## config.mk

```make
export PLATFORM = sky130hd
export DESIGN_NAME = lsb_stego_stream_extractor
export DESIGN_NICKNAME = d
export VERILOG_FILES = /design/src/rtl/lsbse_pkg.sv /design/src/rtl/lsb_stego_stream_extractor.sv
export SDC_FILE = /design/constraint.sdc
export NUM_CORES = 1
export LEC_CHECK = 0
export BUFFER_PORTS_ARGS = -buffer_cell sky130_fd_sc_hd__buf_2
export CORE_MARGIN = 5
export CORE_UTILIZATION = 45
export DETAILED_ROUTE_END_ITERATION = 8
export PLACE_DENSITY = 0.73
export SLEW_MARGIN = 5
export SYNTH_ARGS = -nofsm -noshare
export SYNTH_HDL_FRONTEND = slang
export SYNTH_SLANG_ARGS = --single-unit
```

## constraint.sdc

```tcl
create_clock -name clk -period 5.6 [get_ports clk]
set_input_delay 0.28 -clock clk [delete_from_list [all_inputs] [get_ports clk]]
set_output_delay 0.28 -clock clk [all_outputs]
set_load 0.01 [all_outputs]
```

## src/rtl/lsbse_pkg.sv

```systemverilog
// Shared types and constants for the LSB stego stream extractor.
// No dependencies; imported by the extractor and its checker.
package lsbse_pkg;

    localparam int MAGIC_MAX_BYTES_DEF = 8;
    localparam logic [15:0] HEADER_SKIP_RST = 16'd54;
    localparam logic [3:0] MAGIC_LENGTH_RST = 4'd2;

    localparam int CFG_INDEX_W = 2;
    localparam int CFG_DATA_W = 64;
    localparam logic [CFG_INDEX_W-1:0] CFG_HEADER_SKIP = 2'd0;
    localparam logic [CFG_INDEX_W-1:0] CFG_MAGIC_BYTES = 2'd1;
    localparam logic [CFG_INDEX_W-1:0] CFG_MAGIC_LENGTH = 2'd2;

    localparam int SIZE_W = 31;
    localparam int OUT_TDATA_W = 40;

    localparam logic [1:0] KIND_EXT_CHAR = 2'd0;
    localparam logic [1:0] KIND_SIZE = 2'd1;
    localparam logic [1:0] KIND_PAYLOAD = 2'd2;
    localparam logic [1:0] KIND_MISMATCH = 2'd3;

    typedef struct packed {
        logic [1:0]        kind;
        logic [7:0]        out_byte;
        logic [SIZE_W-1:0] size_value;
        logic              last;
    } result_t;

endpackage

```

## src/rtl/lsb_stego_stream_extractor.sv

```systemverilog
// Top level of the LSB stego stream extractor: bit gathering, phase control,
// configuration registers and a two-entry output buffer.
// Depends on lsbse_pkg.
//
// Usage: carrier bytes of an image file enter on the s_ item channel, one per
// cycle; s_tuser high marks the first byte of a new file and clears progress.
// After header_skip bytes the LSB of each byte is shifted in, MSB first.
// Decoded results leave on the m_ channel: m_tuser is the kind, m_tlast marks
// the last extension character, last payload byte or a zero-size report.
// Configuration writes use cfg_valid/cfg_ready/cfg_index/cfg_data; cfg_ready
// is always high and writes are expected only while the block is idle.
// Throughput: one item per cycle while s_tready is high; the state update and
// result are formed combinationally from the accepted item, and the result is
// registered in the output register, or in the skid register if that one is held.
// A stalled receiver fills the output register, then the skid register;
// s_tready drops only while the skid register holds an item.
// Reset clears the registers to their defaults and all decoding progress.
module lsb_stego_stream_extractor
    import lsbse_pkg::*;
#(
    parameter int MAGIC_MAX_BYTES = MAGIC_MAX_BYTES_DEF
)
(
    input  logic                   clk,
    input  logic                   rst_n,
    input  logic                   s_tvalid,
    output logic                   s_tready,
    input  logic [7:0]             s_tdata,   // [7:0] image_byte
    input  logic                   s_tuser,   // [0] restart
    output logic                   m_tvalid,
    input  logic                   m_tready,
    output logic [OUT_TDATA_W-1:0] m_tdata,   // [7:0] out_byte, [38:8] size_value, [39] zero
    output logic [1:0]             m_tuser,   // [1:0] kind
    output logic                   m_tlast,
    input  logic                   cfg_valid,
    output logic                   cfg_ready,
    input  logic [CFG_INDEX_W-1:0] cfg_index,
    input  logic [CFG_DATA_W-1:0]  cfg_data
);

    localparam int MAGIC_W = 8 * MAGIC_MAX_BYTES;
    localparam int MIDX_W = (MAGIC_MAX_BYTES > 1) ? $clog2(MAGIC_MAX_BYTES) : 1;
    localparam logic [3:0] MAGIC_MAX_L = 4'(MAGIC_MAX_BYTES);

    localparam logic [2:0] PH_HEADER = 3'd0;
    localparam logic [2:0] PH_MAGIC = 3'd1;
    localparam logic [2:0] PH_EXTLEN = 3'd2;
    localparam logic [2:0] PH_EXT = 3'd3;
    localparam logic [2:0] PH_SIZE = 3'd4;
    localparam logic [2:0] PH_DATA = 3'd5;
    localparam logic [2:0] PH_DONE = 3'd6;

    logic [15:0]        header_skip_reg;
    logic [MAGIC_W-1:0] magic_bytes_reg;
    logic [3:0]         magic_length_reg;

    logic [2:0]        phase_reg, phase_next;
    logic [15:0]       header_count_reg, header_count_next;
    logic [4:0]        bit_count_reg, bit_count_next;
    logic [31:0]       bit_shift_reg, bit_shift_next;
    logic [SIZE_W-1:0] remaining_reg, remaining_next;
    logic [MIDX_W-1:0] magic_index_reg, magic_index_next;
    logic              magic_ok_reg, magic_ok_next;

    result_t main_reg, skid_reg, res;
    logic    main_valid_reg, skid_valid_reg;
    logic    res_valid;
    logic    accept, pop;

    logic [3:0]        magic_len_eff;
    logic [31:0]       shifted;
    logic [4:0]        bit_count_inc;
    logic              unit_done;
    logic [7:0]        expected;
    logic [SIZE_W-1:0] len_value;
    logic [SIZE_W-1:0] rem_dec;
    logic              ok_now;

    assign accept = s_tvalid && s_tready;
    assign pop = m_tvalid && m_tready;
    assign s_tready = !skid_valid_reg;
    assign cfg_ready = 1'b1;

    always_comb
    begin
        if (magic_length_reg == 4'd0)
            magic_len_eff = 4'd1;
        else if (magic_length_reg > MAGIC_MAX_L)
            magic_len_eff = MAGIC_MAX_L;
        else
            magic_len_eff = magic_length_reg;
    end

    always_comb
    begin
        phase_next = phase_reg;
        header_count_next = header_count_reg;
        bit_count_next = bit_count_reg;
        bit_shift_next = bit_shift_reg;
        remaining_next = remaining_reg;
        magic_index_next = magic_index_reg;
        magic_ok_next = magic_ok_reg;
        res = '0;
        res_valid = 1'b0;

        if (s_tuser)
        begin
            phase_next = PH_HEADER;
            header_count_next = '0;
            bit_count_next = '0;
            bit_shift_next = '0;
            remaining_next = '0;
            magic_index_next = '0;
            magic_ok_next = 1'b1;
        end

        if (phase_next == PH_HEADER)
        begin
            if (header_count_next < header_skip_reg)
                header_count_next = header_count_next + 16'd1;
            else
                phase_next = PH_MAGIC;
        end

        shifted = {bit_shift_next[30:0], s_tdata[0]};
        bit_count_inc = bit_count_next + 5'd1;
        unit_done = (phase_next == PH_EXTLEN || phase_next == PH_SIZE)
                    ? (bit_count_inc == 5'd0) : (bit_count_inc == 5'd8);
        expected = magic_bytes_reg[8*magic_index_next +: 8];
        len_value = shifted[31] ? '0 : shifted[SIZE_W-1:0];
        rem_dec = remaining_next - SIZE_W'(1);
        ok_now = magic_ok_next && (shifted[7:0] == expected);

        case (phase_next)
            PH_HEADER, PH_DONE:
            begin
            end
            default:
            begin
                bit_shift_next = shifted;
                bit_count_next = bit_count_inc;
                if (unit_done)
                begin
                    bit_count_next = '0;
                    bit_shift_next = '0;
                    case (phase_next)
                        PH_MAGIC:
                        begin
                            magic_ok_next = ok_now;
                            if ((4'(magic_index_next) + 4'd1) >= magic_len_eff)
                            begin
                                magic_index_next = '0;
                                if (!ok_now)
                                begin
                                    phase_next = PH_DONE;
                                    res.kind = KIND_MISMATCH;
                                    res_valid = 1'b1;
                                end
                                else
                                    phase_next = PH_EXTLEN;
                            end
                            else
                                magic_index_next = magic_index_next + MIDX_W'(1);
                        end
                        PH_EXTLEN:
                        begin
                            remaining_next = len_value;
                            phase_next = (len_value == '0) ? PH_SIZE : PH_EXT;
                        end
                        PH_EXT:
                        begin
                            remaining_next = rem_dec;
                            if (rem_dec == '0)
                                phase_next = PH_SIZE;
                            res.kind = KIND_EXT_CHAR;
                            res.out_byte = shifted[7:0];
                            res.last = (rem_dec == '0);
                            res_valid = 1'b1;
                        end
                        PH_SIZE:
                        begin
                            remaining_next = len_value;
                            phase_next = (len_value == '0) ? PH_DONE : PH_DATA;
                            res.kind = KIND_SIZE;
                            res.size_value = len_value;
                            res.last = (len_value == '0);
                            res_valid = 1'b1;
                        end
                        PH_DATA:
                        begin
                            remaining_next = rem_dec;
                            if (rem_dec == '0)
                                phase_next = PH_DONE;
                            res.kind = KIND_PAYLOAD;
                            res.out_byte = shifted[7:0];
                            res.last = (rem_dec == '0);
                            res_valid = 1'b1;
                        end
                        default:
                        begin
                        end
                    endcase
                end
            end
        endcase
    end

    always_ff @(posedge clk or negedge rst_n)
    begin
        if (!rst_n)
        begin
            header_skip_reg <= HEADER_SKIP_RST;
            magic_bytes_reg <= '0;
            magic_length_reg <= MAGIC_LENGTH_RST;
        end
        else if (cfg_valid && cfg_ready)
        begin
            case (cfg_index)
                CFG_HEADER_SKIP:  header_skip_reg <= cfg_data[15:0];
                CFG_MAGIC_BYTES:  magic_bytes_reg <= cfg_data[MAGIC_W-1:0];
                CFG_MAGIC_LENGTH: magic_length_reg <= cfg_data[3:0];
                default:
                begin
                end
            endcase
        end
    end

    always_ff @(posedge clk or negedge rst_n)
    begin
        if (!rst_n)
        begin
            phase_reg <= PH_HEADER;
            header_count_reg <= '0;
            bit_count_reg <= '0;
            bit_shift_reg <= '0;
            remaining_reg <= '0;
            magic_index_reg <= '0;
            magic_ok_reg <= 1'b1;
        end
        else if (accept)
        begin
            phase_reg <= phase_next;
            header_count_reg <= header_count_next;
            bit_count_reg <= bit_count_next;
            bit_shift_reg <= bit_shift_next;
            remaining_reg <= remaining_next;
            magic_index_reg <= magic_index_next;
            magic_ok_reg <= magic_ok_next;
        end
    end

    always_ff @(posedge clk or negedge rst_n)
    begin
        if (!rst_n)
        begin
            main_valid_reg <= 1'b0;
            skid_valid_reg <= 1'b0;
        end
        else if (skid_valid_reg)
        begin
            if (pop)
            begin
                skid_valid_reg <= 1'b0;
            end
        end
        else if (accept && res_valid)
        begin
            if (main_valid_reg && !pop)
                skid_valid_reg <= 1'b1;
            else
                main_valid_reg <= 1'b1;
        end
        else if (pop)
        begin
            main_valid_reg <= 1'b0;
        end
    end

    always_ff @(posedge clk)
    begin
        if (skid_valid_reg)
        begin
            if (pop)
                main_reg <= skid_reg;
        end
        else if (accept && res_valid)
        begin
            if (main_valid_reg && !pop)
                skid_reg <= res;
            else
                main_reg <= res;
        end
    end

    assign m_tvalid = main_valid_reg;
    assign m_tdata = {1'b0, main_reg.size_value, main_reg.out_byte};
    assign m_tuser = main_reg.kind;
    assign m_tlast = main_reg.last;

endmodule

```

* Yosys cells after proc, flatten, opt, wreduce, memory -nomap -nowiden
Cells that the tools add are included.
** Cells by class
- Shifts and indexed selects :: 1
- Magnitude comparators :: 3
- Equality and inequality tests :: 13
- Reduce and logical (&&, ||, !) cells :: 27
- Muxes and demuxes :: 62
- $add $sub $neg :: 5
- Bitwise logic cells :: 1
** Operators with widths (count)
- two-way mux 42 bit :: 6
- two-way mux 31 bit :: 8
- variable part select 64 x 7 -> 8 bit :: 1
- zero test 31 bit :: 2
- case mux 31 bit (2 select lines) :: 1
- two-way mux 16 bit :: 3
- two-way mux 3 bit :: 15
- subtractor 31 x 1 -> 31 bit, second input constant :: 1
- adder 16 x 1 -> 16 bit, second input constant :: 1
- < comparator 16 bit :: 1
- two-way mux 1 bit :: 16
- two-way mux 5 bit :: 3
- case mux 3 bit (5 select lines) :: 1
- == test 3 bit, second input constant :: 3
- AND reduction 3 bit :: 3
- == test 8 bit :: 1
- two-way mux 4 bit :: 2
- two-way mux 8 bit :: 1
- == test 3 x 2 -> 1 bit, second input constant :: 2
- zero test 3 bit :: 2
- two-way mux 2 bit :: 3
- case mux 2 bit (3 select lines) :: 1
- AND reduction 2 bit :: 3
- OR reduction 2 bit :: 3
- other kinds (21) :: 29
** Storage, ports and cells
- Output and inout bits :: 46
- Bits of input ports :: 80
- Word-level logic and storage cells :: 132
- Register bits :: 260

* Depth between registers and ports, before layout
- Depth in word-level cells :: 12
- Mapped depth :: 18
- Gate-level depth less buffers :: 12

* Worst setup path before layout
No wires, ideal clock.
- Path type :: in2reg
- Start :: in s_tuser
- End :: reg skid_reg[0] in the netlist's numbering (enable)
- Arrival time :: 7.246 ns
- Stages :: 18
- Data required time :: 5.097 ns
- Setup time :: 0.503 ns
- Path buffers :: 8
- Slack :: -2.149 ns
- Path through :: buf_2 -> clkbuf_1 -> clkbuf_1 -> clkbuf_1 -> clkbuf_1 -> clkbuf_1 -> clkbuf_1 -> nor2b_1 -> ha_1 -> nor4bb_1 -> o21a_1 -> a211oi_1 -> a2111oi_1 -> buf_2 -> o31ai_1 -> a21oi_1 -> nand3_1 -> nor3b_1
** On the way
- Cells in the longest elaborated chain, start to end :: 11
- Elaborated cells between the ends (all ways) :: 36
- Classes of those cells :: add/sub: 2; order compare: 2; eq/ne: 8; shift: 1; mux: 14; reduce/logical: 9
** RTL lines
- from (decl) :: line lsb_stego_stream_extractor.sv:29 : input logic s_tuser,
- two-way mux 16 bit or two-way mux 3 bit (tied branches) :: line lsb_stego_stream_extractor.sv:106 : if (s_tuser)
- < comparator 16 bit or variable part select 64 x 7 -> 8 bit (tied branches) :: line lsb_stego_stream_extractor.sv:119, lsb_stego_stream_extractor.sv:129
- two-way mux 3 bit or == test 8 bit (tied branches) :: line lsb_stego_stream_extractor.sv:119, lsb_stego_stream_extractor.sv:132
- two-way mux 3 bit or logical AND 1 bit (tied branches) :: line lsb_stego_stream_extractor.sv:117, lsb_stego_stream_extractor.sv:132
- == test 3 bit (tied with other cells) :: line lsb_stego_stream_extractor.sv:127, lsb_stego_stream_extractor.sv:146
- OR reduction 3 bit (no line) (tied with other cells)
- case mux 1 bit (2 select lines) or two-way mux 1 bit (tied branches) :: line lsb_stego_stream_extractor.sv:146, lsb_stego_stream_extractor.sv:128
- two-way mux 1 bit :: line lsb_stego_stream_extractor.sv:142 : if (unit_done)
- two-way mux 1 bit (*) :: line lsb_stego_stream_extractor.sv:134 : case (phase_next)
- logical AND 1 bit (*) :: line lsb_stego_stream_extractor.sv:287 : else if (accept && res_valid)
- AND reduction 3 bit (no line) (*)
- to (signal assigned) :: line lsb_stego_stream_extractor.sv:290 : skid_reg <= res;
- to (decl) :: line lsb_stego_stream_extractor.sv:65 : result_t main_reg, skid_reg, res;
Every way passes the cells marked *; elsewhere a longest branch is shown, timed or not.
A chain may end at the register's enable or synchronous reset.

* Worst setup path after layout
- Start :: reg magic_index_reg[0]
- End :: reg main_reg, in the netlist m_tuser[0] (data pin)
** On the way
- Cells in the longest elaborated chain, start to end :: 12
- Elaborated cells between the ends (all ways) :: 14
- Classes of those cells :: add/sub: 1; order compare: 1; eq/ne: 1; shift: 1; mux: 9; reduce/logical: 1
** RTL lines
- from (decl) :: line lsb_stego_stream_extractor.sv:62 : logic [MIDX_W-1:0] magic_index_reg, magic_index_next;
- from (signal assigned) :: line lsb_stego_stream_extractor.sv:248 : magic_index_reg <= magic_index_next;
- two-way mux 3 bit (*) :: line lsb_stego_stream_extractor.sv:106
- variable part select 64 x 7 -> 8 bit :: line lsb_stego_stream_extractor.sv:129 : expected = magic_bytes_reg[8*magic_index_next +: 8];
- == test 8 bit :: line lsb_stego_stream_extractor.sv:132 : ok_now = magic_ok_next && (shifted[7:0] == expected);
- logical AND 1 bit :: line lsb_stego_stream_extractor.sv:132
- two-way mux 2 bit :: line lsb_stego_stream_extractor.sv:153 : if (!ok_now)
- two-way mux 2 bit (*) :: line lsb_stego_stream_extractor.sv:150 : if ((4'(magic_index_next) + 4'd1) >= magic_len_eff)
- case mux 2 bit (3 select lines) (*) :: line lsb_stego_stream_extractor.sv:146 : case (phase_next)
- two-way mux 42 bit (*) :: line lsb_stego_stream_extractor.sv:142
- two-way mux 42 bit (*) :: line lsb_stego_stream_extractor.sv:134
- two-way mux 42 bit (*) :: line lsb_stego_stream_extractor.sv:289 : if (main_valid_reg && !pop)
- two-way mux 42 bit (*) :: line lsb_stego_stream_extractor.sv:287
- two-way mux 42 bit (*) :: line lsb_stego_stream_extractor.sv:282 : if (skid_valid_reg)
- to (signal assigned) :: line lsb_stego_stream_extractor.sv:285 : main_reg <= skid_reg;
- to (signal assigned) :: line lsb_stego_stream_extractor.sv:292 : main_reg <= res;
- to (decl) :: line lsb_stego_stream_extractor.sv:65
Every way passes the cells marked *; elsewhere a longest branch is shown, timed or not. The select of a mux whose other input is x is not followed.

==> results.md <==
* Met3 Usage GRT at 0.03197
* Setup CP Type: flip-flop to flip-flop
* Overall Global Routing Usage at 0.2090
* Die width at around 180 um
* Synth-to-Final Area Change at 18.53%
* Syn_nets at ~1.4k
* CP Capture Type: flip-flop
* Distinct cells, synth at 82
* Post-synthesis sequential area ratio at 0.5059
* DR WL/cell at approximately 19 um
* Max-cap viol count at 0
* Die Y-Extent at 184.5 um
* Total power at around 4.6 mW
* Clock Latency Late Sink at 540 ps
* Leading area contributor after synthesis: dfrtp_1
* PortBufs at roughly 120
* Cell count of the worst hold path at 3
* Reg clk slew, reported paths at 60 ps
* Max VDD drop at 0.3368 mV
* Clk buf depth at 3
* Mapped Cells at 1291
* Total iterations of the first detailed-routing run at 5
* R2R setup slack at 1370 ps
* Area fraction of the dominant cell type after synthesis at 0.3104
* Register bit total from synthesis at 260
* Slew headroom at 0.1559
* Via Count at 10.90k
* Drt total wl at ~36000 um
* Synth warnings at 0
* Row cnt at 64
* EDFF count, synth at 84
* Setup tns final at 0 ps
* Met2 usage at 0.3579
* Initial antenna violation count at 1
* Io pins at 126
* Synth top area cells: dfrtp_1 31%, edfxtp_1 18%, mux2_2 8.3%
* CP peak stage delay at 830 ps
* Via count of the first global-routing pass at 10.78k
* Max FFs per register at 64
* Data arrival, critical path at 4450 ps
* Initial DRC Count at between 900 and 1k
* Fmax at around 0.24 GHz
* Slowest cell on crit path: o311ai_0
* Critical Path RT at 5820 ps
* Met1 Usage GRT at 0.2786
* Gr busiest metal: met2
* Final Cycle Share at 0.7560
* DPL Wire Length at 23980 um
* Tmin final at 4234 ps
* CTS Sinks at 260
* Htree depth at 1
* CP Max Fanout at 20
* Placeable Area at about 30000 sq um
* CTS tree: done
* Avg Vias per Cell at 5.887
* Setup Skew at 10.08 ps
* Dominant synthesized flop cell: dfrtp_1
* Worst slew pin tran at approximately 1200 ps
* FF-to-FF path depth at 9
* Final hold violation count at 0
* Detail Route Antenna Nets at 0
* R2R Path Start: magic_index_reg[0]$_DFFE_PN0P_
* Largest net degree at the start of global routing at ~110
* FF-to-FF End: m_tuser[0]$_DFFE_PP_
* Worst-path cell chain: buf_4 -> or4b_2 -> o22ai_1 -> nor3_1 -> mux2i_1 -> a311oi_1 -> nand3_1 -> o311ai_0 -> a31oi_1
* Average size of a mapped cell at 10.62 sq um
* Final layout net count at around 1.5k
* Grt total ovfl at 0
* Worst Hold Class: input pin to flip-flop
* Worst Hold Path EP: header_skip_reg[1]$_DFFE_PN1P_
* Final setup vio count at 0
* DRC violations left at 0
* Critical path launch point type: flip-flop
* First-pass GRT wire length at 58100 um
* Fill cell count at between 2k and 3k
* Status: completed
* PwrDens at 284.2 nW/um^2
* Slew Limit Fails at 0
* Starting Density at 0.4516
* Share of cells above drive strength 1 at 0.2206
* CTS root buf: clkbuf_16
* CTS buffer count at 27
* Synth async-reset ratio at 0.6769
* Hold Startpoint: cfg_data[1]
* Die area at roughly 34000 sq um
* RePlAce Congestion at 0.9568
* Setup repair after global routing missed its margin: false
* Leakage at between 6 and 7 nW
* Post-Syn Area at roughly 14000 sq um
==> through the flow <==
step	area, sq um	hold slack [ps]	cells	setup slack (ps)	utilization
floorplan	13730	-15.59	1291	76.58	-
global placement	14650	484.1	1742	1389	0.4826
detailed placement	14650	490.8	1742	1343	0.4826
CTS	16230	0.8205	1850	1509	0.5349
global route	16250	11.73	1852	1025	0.5353
finish	16250	6.826	1852	1366	0.5353
==> metal layers <==
layer	vias up	part of all wire
met5	-	0
met4	0	0.026
met3	78	0.061
met2	402	0.49
met1	5337	0.42
li1	5086	-
==> cell type report <==
type                       instances  area, sq um  share of cell area
sequential                       260         6934              0.4268
multi-input combinational        917         6354              0.3911
timing repair buffer             196         1335             0.08218
clock buffer                      38        809.5             0.04983
tap                              396        495.5             0.03050
clock inverter                    12        195.2             0.01201
inverter                          32        120.1            0.007394
antenna                            1        2.502           0.0001540
==> critical path, delay by kind of cell (launching register included) <==
| family | cells | cell delay, ps |
|---|---|---|
| buffers and inverters | 1 | 400 |
| flip-flops | 1 | 820 |
| multiplexers | 1 | 150 |
| AO/OA/AOI/OAI | 4 | 1650 |
| AND/OR/NAND/NOR | 3 | 890 |
==> cell usage in the layout (no fill, tap or decap), types with 7 or more instances in the layout <==
master | Yosys | final
dfrtp_1 | 170 | 170
nand2_1 | 137 | 137
buf_2 | 11 | 115
mux2_2 | 101 | 101
o21ai_0 | 90 | 89
edfxtp_1 | 84 | 84
nor2_1 | 65 | 65
dlygate4sd3_1 | 0 | 59
a21oi_1 | 51 | 51
a22o_1 | 39 | 39
nor2b_1 | 33 | 33
inv_1 | 31 | 31
clkbuf_16 | 0 | 29
ha_1 | 26 | 26
nand3_1 | 25 | 25
nor4_1 | 24 | 24
and2_1 | 23 | 23
mux2i_1 | 21 | 21
a22oi_1 | 22 | 21
nor3_1 | 21 | 21
o31ai_1 | 21 | 21
buf_4 | 2 | 21
nand4_1 | 17 | 17
xnor2_1 | 14 | 14
xor2_1 | 13 | 13
a31oi_1 | 12 | 12
o211ai_1 | 10 | 10
a21o_1 | 10 | 10
or3_1 | 9 | 9
o21a_1 | 9 | 9
or4_1 | 8 | 8
nand2b_1 | 7 | 7
==> power breakdown <==
| group | internal, mW | switching [mW] |
|---|---|---|
| Combinational | 0.222 | 0.232 |
| Clock | 1.24 | 0.756 |
| Sequential | 2.09 | 0.0803 |
| Total | 3.55 | 1.07 |
==> synth_stat cells (all sizes together), types with 3 or more instances <==
master / number
inv: 31
mux4: 5
o311ai: 6
o21bai: 4
mux2: 101
a21o: 10
or2: 4
mux2i: 21
ha: 26
xnor2: 14
nand4b: 4
nand2: 137
and3: 4
a21oi: 51
a311oi: 3
nand4: 18
nand3: 26
nor3b: 6
dfrtp: 170
o21a: 9
nand3b: 6
buf: 17
nor3: 23
a22o: 39
nand2b: 7
o31ai: 22
clkbuf: 65
nor2: 65
or3: 10
o22ai: 6
dfstp: 6
xor2: 13
nor4b: 3
and4: 4
a22oi: 22
a2111oi: 4
o21ai: 94
nor2b: 33
and2: 23
o211ai: 10
or4: 10
nor4: 27
edfxtp: 84
a31oi: 12
a211oi: 5
==> worst max path at each step <==
| stage | cells after the start | from | end | slack (ps) |
|---|---|---|---|---|
| finish | 9 | magic_index_reg[0]$_DFFE_PN0P_ | m_tuser[0]$_DFFE_PP_ | 1370 |
| global placement | 13 | s_tuser | skid_reg[23]$_DFFE_PP_ | 1390 |
| floorplan | 18 | s_tuser | m_tdata[0]$_DFFE_PP_ | 80 |
| detailed placement | 12 | s_tuser | phase_reg[2]$_DFFE_PN0P_ | 1340 |
| global route | 9 | magic_index_reg[0]$_DFFE_PN0P_ | m_tuser[1]$_DFFE_PP_ | 1030 |
| CTS | 9 | magic_index_reg[0]$_DFFE_PN0P_ | m_tuser[1]$_DFFE_PP_ | 1510 |
==> kinds of logic (layout without fill, tap and decap cells) <==
logic type               count (synthesis)  in the layout  share of synthesized area
multiplexers                           127            127                     0.1065
flip-flops                             260            260                     0.5059
AO/OA/AOI/OAI                          318            318                     0.1536
buffers and inverters                  114            278                    0.03332
other                                    2              3                  0.0005479
adder cells (fa/ha/maj)                 26             26                    0.02374
AND/OR/NAND/NOR                        417            417                     0.1591
XOR/XNOR                                27             27                    0.01725
==> repair_timing <==
action                    CTS  global route
buffers inserted            0             0
gates resized for setup     0             0
hold buffers               58             1
hold endpoints to repair  164             1
Note: power is estimated with default switching activity, not from simulation.
